## src/sv/hett_pkg.sv

```systemverilog
// shared types, constants and the arctangent table for the heading error block
package hett_pkg;

    localparam int COORD_WIDTH   = 16;
    localparam int DIFF_WIDTH    = COORD_WIDTH + 1;
    localparam int PRESCALE      = 24;
    localparam int CORDIC_STEPS  = 16;
    localparam int CORDIC_WIDTH  = DIFF_WIDTH + PRESCALE + 3;
    localparam int Z_WIDTH       = 32;
    localparam int ANG_FRAC      = 16;
    localparam int ANG_WIDTH     = Z_WIDTH - ANG_FRAC;
    localparam int TURN_WIDTH    = 15;
    localparam int TOL_WIDTH     = 15;
    localparam int DB_WIDTH      = 14;
    localparam int FIFO_DEPTH    = 4;
    localparam int FIFO_AW       = $clog2(FIFO_DEPTH);
    localparam int LANE_LATENCY  = CORDIC_STEPS + 2;
    localparam int ATAN_LEN      = 24;
    localparam int APB_AW        = 3;
    localparam int APB_DW        = 32;

    localparam logic signed [ANG_WIDTH-1:0] DEG180   = ANG_WIDTH'(11520);
    localparam logic signed [ANG_WIDTH-1:0] DEG90    = ANG_WIDTH'(5760);
    localparam logic signed [Z_WIDTH-1:0]   Z_DEG180 = Z_WIDTH'(754974720);

    // atan(2^-i) in units of 2^-22 degree, rounded to nearest
    localparam logic signed [Z_WIDTH-1:0] ATAN_TAB [ATAN_LEN] = '{
        Z_WIDTH'(188743680), Z_WIDTH'(111421900), Z_WIDTH'(58872272),
        Z_WIDTH'(29884485),  Z_WIDTH'(15000234),  Z_WIDTH'(7507429),
        Z_WIDTH'(3754631),   Z_WIDTH'(1877430),   Z_WIDTH'(938729),
        Z_WIDTH'(469366),    Z_WIDTH'(234683),    Z_WIDTH'(117342),
        Z_WIDTH'(58671),     Z_WIDTH'(29335),     Z_WIDTH'(14668),
        Z_WIDTH'(7334),      Z_WIDTH'(3667),      Z_WIDTH'(1833),
        Z_WIDTH'(917),       Z_WIDTH'(458),       Z_WIDTH'(229),
        Z_WIDTH'(115),       Z_WIDTH'(57),        Z_WIDTH'(29)
    };

    localparam logic [1:0] DIR_STRAIGHT = 2'd0;
    localparam logic [1:0] DIR_LEFT     = 2'd1;
    localparam logic [1:0] DIR_RIGHT    = 2'd2;

    localparam logic REG_TOLERANCE = 1'b0;
    localparam logic REG_DEADBAND  = 1'b1;

    typedef struct packed {
        logic signed [COORD_WIDTH-1:0] prev_x;
        logic signed [COORD_WIDTH-1:0] prev_y;
        logic signed [COORD_WIDTH-1:0] cur_x;
        logic signed [COORD_WIDTH-1:0] cur_y;
        logic signed [COORD_WIDTH-1:0] target_x;
        logic signed [COORD_WIDTH-1:0] target_y;
    } in_item_t;

    typedef struct packed {
        logic signed [TURN_WIDTH-1:0] turn_angle;
        logic [1:0]                   turn_dir;
        logic                         stationary;
    } out_item_t;

    // one angle to find: either an axis-snapped constant or a cordic job
    typedef struct packed {
        logic                         snap;
        logic signed [ANG_WIDTH-1:0]  snap_angle;
        logic signed [DIFF_WIDTH-1:0] x0;
        logic signed [DIFF_WIDTH-1:0] y0;
        logic signed [Z_WIDTH-1:0]    z0;
    } lane_cls_t;

    typedef struct packed {
        logic      stationary;
        lane_cls_t hdg;
        lane_cls_t brg;
    } cls_t;

endpackage

```

## src/sv/hett_fifo.sv

```systemverilog
// short queue of classified items between the front and back parts
module hett_fifo (
    input  logic           aclk,
    input  logic           aresetn,
    input  logic           push_valid,
    output logic           push_ready,
    input  hett_pkg::cls_t push_data,
    output logic           pop_valid,
    input  logic           pop_ready,
    output hett_pkg::cls_t pop_data
);
    import hett_pkg::*;

    cls_t               mem [FIFO_DEPTH];
    logic [FIFO_AW-1:0] wr_ptr_reg;
    logic [FIFO_AW-1:0] rd_ptr_reg;
    logic [FIFO_AW:0]   count_reg;
    logic               push;
    logic               pop;

    assign push_ready = count_reg != (FIFO_AW+1)'(FIFO_DEPTH);
    assign pop_valid  = count_reg != '0;
    assign push       = push_valid && push_ready;
    assign pop        = pop_valid && pop_ready;
    assign pop_data   = mem[rd_ptr_reg];

    always_ff @(posedge aclk) begin
        if (push) begin
            mem[wr_ptr_reg] <= push_data;
        end
    end

    always_ff @(posedge aclk) begin
        if (!aresetn) begin
            wr_ptr_reg <= '0;
            rd_ptr_reg <= '0;
            count_reg  <= '0;
        end else begin
            if (push) begin
                wr_ptr_reg <= wr_ptr_reg + FIFO_AW'(1);
            end
            if (pop) begin
                rd_ptr_reg <= rd_ptr_reg + FIFO_AW'(1);
            end
            case ({push, pop})
                2'b10:   count_reg <= count_reg + (FIFO_AW+1)'(1);
                2'b01:   count_reg <= count_reg - (FIFO_AW+1)'(1);
                default: count_reg <= count_reg;
            endcase
        end
    end

endmodule

```

## config.mk

```make
export PLATFORM = sky130hd
export DESIGN_NAME = hett_fifo
export DESIGN_NICKNAME = d
export VERILOG_FILES = /design/src/sv/hett_pkg.sv /design/src/sv/hett_fifo.sv
export SDC_FILE = /design/constraint.sdc
export NUM_CORES = 1
export LEC_CHECK = 0
export BUFFER_PORTS_ARGS = -buffer_cell sky130_fd_sc_hd__buf_2
export CAP_MARGIN = 30
export CORE_MARGIN = 2
export CORE_UTILIZATION = 50
export DETAILED_ROUTE_END_ITERATION = 8
export PLACE_DENSITY = 0.71
export SYNTH_ARGS = -nofsm -noshare
export SYNTH_HDL_FRONTEND = slang
export SYNTH_SLANG_ARGS = --single-unit
```

## constraint.sdc

```tcl
create_clock -name aclk -period 6.7 [get_ports aclk]
set_clock_uncertainty 0.15 [all_clocks]
set_input_delay 0.335 -clock aclk [delete_from_list [all_inputs] [get_ports aclk]]
set_output_delay 0.335 -clock aclk [all_outputs]
set_load 0.02 [all_outputs]
```

==> results.md <==
* Initial antenna violation count at 7
* Slew @ Worst Pin at 1.00 ns
* Worst-path maximum fanout at 101
* Top-area cell type share of the netlist area at 0.815
* Crit. End Element: primary output
* DRT iter0 DRCs at 753
* Synth area leaders: edfxtp_1 82%, mux4_2 15%, dfxtp_1 0.73%
* Min Tclk post-route at 3.49 ns
* Ys Warns at 0
* Clock Path Buffers at 3
* Post-CTS setup buffers at 0
* Cell count after synthesis at 925
* Mean area per synthesized cell at 26.6 sq um
* DR vias at 11700
* Largest area contributor in the netlist: edfxtp_1
* Die area at 51000 sq um
* # IOs at 340
* Nature of the critical path startpoint: flop
* Relative slew slack at 0.333
* Cts hold-fix bufs at 168
* Total GRT Usage at 0.193
* Initial core utilization at 0.505
* Drt first pass iters at 5
* CTS tree: built
* Status: complete, no violations
* Register-to-register setup slack at 3.39 ns
* Final Hold Slack at 0.101 ns
* Nets at 1657
* CTS clock-pin slew for the worst setup and hold paths at 0.06 ns
* Reg-to-Reg Start: count_reg[0]
* Max-Cap Viols at 0
* Max-slew violation count at 0
* Crit path kind: flop to primary output
* GR Overflow Total at 0
* Worst R2R End: mem[3][92]
* Final setup vio count at 0
* Row count at 81
* WL/cell at 22.0 um
* Maximum vdd drop at 0.337 mV
* CTS Root Cell: clkbuf_16
* Total CTS buffers at 67
* Fmax at 0.287 GHz
* Setup TNS at 0 ns
* Core Area at 48700 sq um
* Hold Vio Cnt, Final at 0
* Post-synth EDFFs at 668
* RSZ-0062 raised after global routing: no
* Clk sinks at 677
* Min-Delay Path Class: input pin to flop
* Largest net degree at the start of global routing at 102
* Final WL at 48500 um
* R2R depth at 5
* Final Wtd Congestion at 0.722
* Cts repair resizes at 0
* Vias in the first global route at 12800
* DRC Markers at 0
* Slowest cell on the critical path: dfxtp_4
* Top cells by instance count after synthesis: 668 x edfxtp_1, 167 x mux4_2, 18 x buf_2, 15 x buf_6, 9 x dfxtp_1
* Number of library cell types mapped by synthesis at 24
* CP arrival at 3.00 ns
* Die height at 226 um
* Period utilization at 0.521
* Final WS setup at 3.21 ns
* Sequential area share after synthesis at 0.823
* Die W at 226 um
* Critical Path, Cell by Cell: buf_12, mux4_2, buf_2
* Dpl hpwl at 27700 um
* Worst skew pair latency at 0.59 ns
* Htree depth at 3
* Hold path start: pop_ready
* Share of layout cells above drive strength 1 at 0.406
* Most common cell in the netlist: edfxtp_1
* Worst path max stage delay at 0.72 ns
* Lkg Pwr at 10.4 nW
* Vias per cell at 5.30
* Worst hold path stage count at 4
* Final ANT Viol Nets at 0
* Critical path required time at 6.21 ns
* Ys async rst share at 0
* Yosys reg bits at 677
* PwrDens at 380 nW/um^2
* Number of flip-flops under the largest register name at 668
* IO Port Bufs at 339
* Top FF cell, synth: edfxtp_1
* Mapped cell area at 24600 sq um
* Pre-CTS setup slack at 3.37 ns
* First-pass GRT wire length at 73100 um
* P&R area growth vs syn at 25.3%
* Synthesized Nets at 1102
## layer usage
| metal | up-vias | GRT usage | part of all wire |
|---|---|---|---|
| li1 | 5112 | - | - |
| met1 | 6088 | 0.243 | 0.40 |
| met2 | 366 | 0.320 | 0.51 |
| met3 | 89 | 0.0544 | 0.070 |
| met4 | 6 | 0.0741 | 0.026 |
| met5 | - | 0 | 0.00080 |
## power by group
part           switching, mW  total [mW]  internal, mW
sequential             0.156        5.26          5.11
clock                   1.52        3.54          2.02
combinational           1.67        2.90          1.24
## worst max-delay path by stage
stage	end	cells past startpoint
final	pop_data[92]	3
after global routing	pop_data[92]	3
after CTS	pop_data[8]	3
after detailed placement	mem[3][142]	5
after global placement	mem[2][132]	4
after floorplan	mem[0][0]	3
## final cells by class
cell class	count	area [sq um]
Sequential cell	677	20200
Fill cell	3269	17900
Multi-Input combinational cell	203	4050
Timing Repair Buffer	525	3590
Clock buffer	79	1740
Tap cell	664	831
Clock inverter	42	328
Inverter	6	22.5
Antenna cell	4	10.0
## metrics by stage
stage	instances	cell area [sq um]	utilization	power, mW
3_5_place_dp	1906	27000	0.554	8.22
3_3_place_gp	1904	27000	0.553	8.18
4_1_cts	2195	30800	0.631	11.9
2_1_floorplan	925	24600	-	7.41
5_1_grt	2200	30800	0.632	12.2
6_report	2200	30800	0.632	11.7
## cell usage in the layout (no fill, tap or decap), types with 3 or more instances in the layout
cell	count
edfxtp_1	668
buf_2	339
dlygate4sd3_1	168
mux4_2	167
clkbuf_16	68
clkinv_1	18
buf_4	13
clkinv_2	11
clkbuf_1	11
dfxtp_1	7
inv_1	6
nand2_1	6
ha_1	5
inv_6	5
diode_2	4
and2_4	4
bufinv_16	4
xnor2_1	3
and2_1	3
buf_12	3
## critical path, delay by kind of cell (launching register included)
family   cells  cell delay (ns)
buf+inv      2             0.76
flops        1             0.72
mux          1             0.64
## kinds of logic (layout without fill, tap and decap cells)
kind of cell | Yosys count | count (layout) | synth area share
flip-flops | 677 | 677 | 0.823
multiplexers | 169 | 169 | 0.154
buffers and inverters | 45 | 652 | 0.0131
AND/OR/NAND/NOR | 18 | 18 | 0.00387
adder cells (fa/ha/maj) | 6 | 6 | 0.00336
AO/OA/AOI/OAI | 6 | 6 | 0.00173
XOR/XNOR | 4 | 4 | 0.00142
other | 0 | 4 | 0
Note: power is estimated with default switching activity, not from simulation.
