==> config.mk <==
export PLATFORM = sky130hd
export DESIGN_NAME = hett_front
export DESIGN_NICKNAME = d
export VERILOG_FILES = /design/src/sv/hett_pkg.sv /design/src/sv/hett_front.sv
export SDC_FILE = /design/constraint.sdc
export NUM_CORES = 1
export LEC_CHECK = 0
export ABC_CLOCK_PERIOD_IN_PS = 4560
export BUFFER_PORTS_ARGS = -buffer_cell sky130_fd_sc_hd__buf_2
export CORE_AREA = 3 3 178 180
export DETAILED_ROUTE_END_ITERATION = 6
export DIE_AREA = 0 0 181 183
export SLEW_MARGIN = 20
export SYNTH_ARGS = -nofsm -noshare
export SYNTH_HDL_FRONTEND = slang
export SYNTH_SLANG_ARGS = --single-unit
==> constraint.sdc <==
create_clock -name aclk -period 4.56 [get_ports aclk]
set_clock_uncertainty 0.1 [all_clocks]
set_input_delay 0.228 -clock aclk [delete_from_list [all_inputs] [get_ports aclk]]
set_output_delay 0.228 -clock aclk [all_outputs]
set_load 0.03 [all_outputs]
==> src/sv/hett_pkg.sv <==
// shared types, constants and the arctangent table for the heading error block
package hett_pkg;

    localparam int COORD_WIDTH   = 16;
    localparam int DIFF_WIDTH    = COORD_WIDTH + 1;
    localparam int PRESCALE      = 24;
    localparam int CORDIC_STEPS  = 16;
    localparam int CORDIC_WIDTH  = DIFF_WIDTH + PRESCALE + 3;
    localparam int Z_WIDTH       = 32;
    localparam int ANG_FRAC      = 16;
    localparam int ANG_WIDTH     = Z_WIDTH - ANG_FRAC;
    localparam int TURN_WIDTH    = 15;
    localparam int TOL_WIDTH     = 15;
    localparam int DB_WIDTH      = 14;
    localparam int FIFO_DEPTH    = 4;
    localparam int FIFO_AW       = $clog2(FIFO_DEPTH);
    localparam int LANE_LATENCY  = CORDIC_STEPS + 2;
    localparam int ATAN_LEN      = 24;
    localparam int APB_AW        = 3;
    localparam int APB_DW        = 32;

    localparam logic signed [ANG_WIDTH-1:0] DEG180   = ANG_WIDTH'(11520);
    localparam logic signed [ANG_WIDTH-1:0] DEG90    = ANG_WIDTH'(5760);
    localparam logic signed [Z_WIDTH-1:0]   Z_DEG180 = Z_WIDTH'(754974720);

    // atan(2^-i) in units of 2^-22 degree, rounded to nearest
    localparam logic signed [Z_WIDTH-1:0] ATAN_TAB [ATAN_LEN] = '{
        Z_WIDTH'(188743680), Z_WIDTH'(111421900), Z_WIDTH'(58872272),
        Z_WIDTH'(29884485),  Z_WIDTH'(15000234),  Z_WIDTH'(7507429),
        Z_WIDTH'(3754631),   Z_WIDTH'(1877430),   Z_WIDTH'(938729),
        Z_WIDTH'(469366),    Z_WIDTH'(234683),    Z_WIDTH'(117342),
        Z_WIDTH'(58671),     Z_WIDTH'(29335),     Z_WIDTH'(14668),
        Z_WIDTH'(7334),      Z_WIDTH'(3667),      Z_WIDTH'(1833),
        Z_WIDTH'(917),       Z_WIDTH'(458),       Z_WIDTH'(229),
        Z_WIDTH'(115),       Z_WIDTH'(57),        Z_WIDTH'(29)
    };

    localparam logic [1:0] DIR_STRAIGHT = 2'd0;
    localparam logic [1:0] DIR_LEFT     = 2'd1;
    localparam logic [1:0] DIR_RIGHT    = 2'd2;

    localparam logic REG_TOLERANCE = 1'b0;
    localparam logic REG_DEADBAND  = 1'b1;

    typedef struct packed {
        logic signed [COORD_WIDTH-1:0] prev_x;
        logic signed [COORD_WIDTH-1:0] prev_y;
        logic signed [COORD_WIDTH-1:0] cur_x;
        logic signed [COORD_WIDTH-1:0] cur_y;
        logic signed [COORD_WIDTH-1:0] target_x;
        logic signed [COORD_WIDTH-1:0] target_y;
    } in_item_t;

    typedef struct packed {
        logic signed [TURN_WIDTH-1:0] turn_angle;
        logic [1:0]                   turn_dir;
        logic                         stationary;
    } out_item_t;

    // one angle to find: either an axis-snapped constant or a cordic job
    typedef struct packed {
        logic                         snap;
        logic signed [ANG_WIDTH-1:0]  snap_angle;
        logic signed [DIFF_WIDTH-1:0] x0;
        logic signed [DIFF_WIDTH-1:0] y0;
        logic signed [Z_WIDTH-1:0]    z0;
    } lane_cls_t;

    typedef struct packed {
        logic      stationary;
        lane_cls_t hdg;
        lane_cls_t brg;
    } cls_t;

endpackage

==> src/sv/hett_front.sv <==
// front part: takes an item, forms the differences and classifies both angles
module hett_front (
    input  logic                             aclk,
    input  logic                             aresetn,
    input  logic                             s_valid,
    output logic                             s_ready,
    input  hett_pkg::in_item_t               s_item,
    input  logic [hett_pkg::TOL_WIDTH-1:0]   tolerance,
    output logic                             cls_valid,
    input  logic                             cls_ready,
    output hett_pkg::cls_t                   cls
);
    import hett_pkg::*;

    function automatic logic in_tol(input logic signed [DIFF_WIDTH-1:0] d,
                                    input logic [TOL_WIDTH-1:0] tol);
        logic signed [DIFF_WIDTH:0] dw;
        logic signed [DIFF_WIDTH:0] tw;
        dw = (DIFF_WIDTH+1)'(d);
        tw = $signed((DIFF_WIDTH+1)'(tol));
        return (dw >= -tw) && (dw <= tw);
    endfunction

    // angle of (dx, dy) as atan2(dy, -dx), snapped to an axis when close to one
    function automatic lane_cls_t classify(input logic signed [DIFF_WIDTH-1:0] dx,
                                           input logic signed [DIFF_WIDTH-1:0] dy,
                                           input logic [TOL_WIDTH-1:0] tol);
        lane_cls_t c;
        logic      dy_in;
        logic      dx_in;
        dy_in = in_tol(dy, tol);
        dx_in = in_tol(dx, tol);
        c.snap = dy_in || dx_in;
        if (dy_in) begin
            c.snap_angle = (dx > 0) ? DEG180 : '0;
        end else begin
            c.snap_angle = (dy > 0) ? DEG90 : -DEG90;
        end
        // x operand is -dx; when negative, pre-rotate by half a turn
        if (dx > 0) begin
            c.z0 = (dy >= 0) ? Z_DEG180 : -Z_DEG180;
            c.x0 = dx;
            c.y0 = -dy;
        end else begin
            c.z0 = '0;
            c.x0 = -dx;
            c.y0 = dy;
        end
        return c;
    endfunction

    logic                         valid_reg;
    cls_t                         cls_reg;
    logic signed [DIFF_WIDTH-1:0] mdx;
    logic signed [DIFF_WIDTH-1:0] mdy;
    logic signed [DIFF_WIDTH-1:0] tdx;
    logic signed [DIFF_WIDTH-1:0] tdy;

    assign mdx = DIFF_WIDTH'(s_item.cur_x) - DIFF_WIDTH'(s_item.prev_x);
    assign mdy = DIFF_WIDTH'(s_item.cur_y) - DIFF_WIDTH'(s_item.prev_y);
    assign tdx = DIFF_WIDTH'(s_item.target_x) - DIFF_WIDTH'(s_item.cur_x);
    assign tdy = DIFF_WIDTH'(s_item.target_y) - DIFF_WIDTH'(s_item.cur_y);

    assign s_ready   = !valid_reg || cls_ready;
    assign cls_valid = valid_reg;
    assign cls       = cls_reg;

    always_ff @(posedge aclk) begin
        if (!aresetn) begin
            valid_reg <= 1'b0;
        end else if (s_ready) begin
            valid_reg <= s_valid;
        end
    end

    always_ff @(posedge aclk) begin
        if (s_valid && s_ready) begin
            cls_reg.stationary <= in_tol(mdx, tolerance) && in_tol(mdy, tolerance);
            cls_reg.hdg        <= classify(mdx, mdy, tolerance);
            cls_reg.brg        <= classify(tdx, tdy, tolerance);
        end
    end

endmodule

==> flow_summary.ini <==
[floorplan]
fp.coreArea_mm2 = 0.0303
initial_core_util_pct = 39.5
rows = 64
fp.dieW_um = 181
die-height_um = 183
die_area_mm2 = 0.0331
ios = 284

[synthesis]
synth_top_area_share_pct = 21.8
ys_seq_area_share_pct = 22.0
synthFlopType = edfxtp_1
async_reset_ff_share_pct = 0
synth_top_area_cell = edfxtp_1
synth_area_leaders = edfxtp_1 22%, ha_1 21%, buf_4 5.0%
yosysUniqueCellTypes = 84
synth_edf_count = 87
syn_inst = 1413
ys_warn_count = 0
syn_area_per_cell_um2 = 8.48
ys_ff_latch = 88
syn_area_mm2 = 0.0120

[sta]
tns_ns = 0
min_period_ns = 4.14
slew_viol_final = 0
fin_ws_ns = 0.422
period_share_pct = 90.8
whs_ns = 0.0121
finalSetupViolations = 0
rsz0062_at_grt = false
worstMarginPinSlew_ns = 0.865
hold_viol = 0
timing.fmax_mhz = 242
maxSlewHeadroom_pct = 41.6

[grt]
grt_max_degree = 58
grt_antenna_before_repair = 7
grt_pass1_vias = 10400
grt_pass1_wl_mm = 56.2
grt-ovfl-total = 0
groute.usage.overall_pct = 21.3

[pwr]
net-switching-power_uw = 2000
p_leak_uw = 0.00656
swShare_pct = 45.8
p_per_area_mw_per_mm2 = 318
vdd_drop_max_uv = 239
p_comb_share_pct = 55.8
power_frac_clock_pct = 18.2
seqPwrFrac_pct = 26.0
p_int_uw = 2370

[setup_path]
path_class = primary input to register
cp_max_fo = 7
cp-start-kind = primary input
r2r_setup_slack_ns = 2.49
crit_arrival_ns = 4.19
worst_ep_required_time_ns = 4.61
r2r_cells = 3
r2r_start = cls_valid$_SDFFE_PN0N_
critPathCaptureType = register
rr_endpoint = cls[118]$_DFFE_PP_

[min_path]
worstHoldStart = aresetn
hold_end = cls_valid$_SDFFE_PN0N_
hold_path_depth = 2
hp-class = primary input to register

[finish]
final_nets = 1965
drive_gt1_share_pct = 18.8
fill_cells = 3008
postLayoutCellArea_mm2 = 0.0137
largest_reg_flops = 87
area_delta_synth_final_pct = 14.5

[detailed_routing]
routedWlPerCell_um = 18.0
drtPass1Iterations = 5
first_iter_violations = 770
vias = 11200
routed_wl_mm = 36.9
postRouteAntennaNets = 0
drc = 0
route.detailed.vias_per_inst = 5.46

[cts]
cts-root-buf = clkbuf_16
clkSinkCount = 88
clkTransAtPathRegs_ns = 0.08
cts_resized = 0
cts_hold_buf = 0
post-cts-setup-buffers = 0
cts_made_buffers = 9
cts_buffer_depth = 2
cts_tree = built
clock_latency_ns = 0.36
h-tree-depth = 3

[run]
cap_violations = 0

[placed_design]
port_buffers = 221
postPlaceCellArea_mm2 = 0.0134
pre_cts_ws_ns = 0.0862
place_congestion = 0.954
dpl.hpwl_mm = 30.1

[run_status]
status = finished clean
## power groups by stage
| stage | clock network [µW] | registers, µW | logic [µW] |
|---|---|---|---|
| after floorplan | 0 | 1420 | 1520 |
| after global placement | 0 | 1160 | 2390 |
| after detailed placement | 0 | 1160 | 2410 |
| after CTS | 808 | 1140 | 2430 |
| after global routing | 839 | 1150 | 2690 |
| final | 794 | 1140 | 2430 |
## cells by family (layout without fill, tap and decap cells)
logic type	count (synthesis)	after routing	synth area share, %
simple gates	425	425	18.7
xor+xnor	92	92	6.73
other cells	1	64	0.0313
buf+inv	247	424	10.7
mux	10	10	0.888
compound gates	345	345	19.4
flops	88	88	22.0
fa+ha+maj	205	205	21.6
## final cells by class
type | instances | area (µm²) | share of cell area [%]
Antenna cell | 2 | 5.00 | 0.0365
Multi-Input combinational cell | 1139 | 8310 | 60.6
Timing Repair Buffer | 262 | 1430 | 10.4
Inverter | 146 | 548 | 3.99
Clock buffer | 9 | 225 | 1.64
Sequential cell | 88 | 2630 | 19.2
Clock inverter | 7 | 77.6 | 0.565
Tap cell | 396 | 495 | 3.61
## routing by layer
layer / vias to the layer above / GRT usage, % / wire length [µm]
met5: - / 0 / 83
met4: 10 / 5.55 / 658
met3: 47 / 3.95 / 2600
met2: 394 / 35.3 / 16800
met1: 5227 / 28.8 / 16700
li1: 5517 / - / -
## worst max-delay path by stage
stage          slack, ns  startpoint  depth (start not counted)                endpoint
2_1_floorplan       0.55  s_item[68]                         18  cls[161]$_SDFFCE_PP0P_
3_3_place_gp        0.15  s_item[32]                         20  cls[163]$_SDFFCE_PP0P_
3_5_place_dp        0.09  s_item[32]                         16       cls[76]$_DFFE_PP_
4_1_cts             0.47  s_item[32]                         20  cls[161]$_SDFFCE_PP0P_
5_1_grt             0.01  s_item[72]                         19  cls[163]$_SDFFCE_PP0P_
6_report            0.42  s_item[48]                         17       cls[82]$_DFFE_PP_
## worst max-delay path: stages
cell and delay, ns:
buf_2 0.14, ha_1 0.22, fa_1 0.45, nand2b_1 0.19
a211oi_1 0.43, o21bai_1 0.24, a31oi_1 0.21, o21ai_0 0.10
a31oi_1 0.32, inv_1 0.23, ha_1 0.39, nand4_1 0.13
nor3_1 0.26, nand4_1 0.16, nand3b_1 0.11, mux2i_1 0.07
o21ai_0 0.31
## cell usage after synthesis (21+ instances only)
cell / n
nor2_1: 100
edfxtp_1: 87
nand3_1: 39
a21o_1: 35
nor2b_1: 30
buf_4: 80
inv_1: 145
nor3_1: 33
xor2_1: 32
nand2_1: 72
nand4_1: 30
o21ai_0: 65
nand2b_1: 21
xnor2_1: 60
o21a_1: 23
ha_1: 200
a21oi_1: 82
## through the flow
step                power [µW]  util (%)  instances
global placement          3540      44.2       2031
floorplan                 2930         -       1474
global route              4680      45.2       2049
finish                    4360      45.2       2049
detailed placement        3570      44.2       2031
CTS                       4380      45.2       2047
## layout by cell type (no fill, tap or decap), types with 5 or more instances in the layout
| master | synthesis | final |
|---|---|---|
| o31a_1 | 5 | 5 |
| xnor2_1 | 60 | 60 |
| nor4b_1 | 5 | 5 |
| o31ai_1 | 11 | 11 |
| edfxtp_1 | 87 | 87 |
| and2_1 | 13 | 12 |
| buf_4 | 80 | 40 |
| nor2b_1 | 30 | 30 |
| nor4_1 | 15 | 15 |
| inv_1 | 145 | 145 |
| ha_1 | 200 | 200 |
| buf_2 | 3 | 221 |
| a311oi_1 | 5 | 5 |
| or3_1 | 10 | 10 |
| nand2_1 | 72 | 72 |
| nor3b_1 | 9 | 9 |
| a211oi_1 | 16 | 16 |
| nor2_1 | 100 | 100 |
| o2111ai_1 | 9 | 9 |
| a211o_1 | 6 | 6 |
| a2111oi_0 | 11 | 11 |
| o211ai_1 | 11 | 11 |
| o21a_1 | 23 | 23 |
| nand3_1 | 39 | 39 |
| conb_1 | 1 | 62 |
| a31oi_1 | 16 | 15 |
| nor3_1 | 33 | 33 |
| nand3b_1 | 7 | 7 |
| nand2b_1 | 21 | 21 |
| clkbuf_16 | 0 | 9 |
| mux2i_1 | 5 | 5 |
| xor2_1 | 32 | 32 |
| and3_1 | 12 | 12 |
| a21o_1 | 35 | 35 |
| nand4_1 | 30 | 30 |
| or2_2 | 6 | 6 |
| o21ai_0 | 65 | 65 |
| a21oi_1 | 82 | 82 |
(Power assumes the default switching activity.)
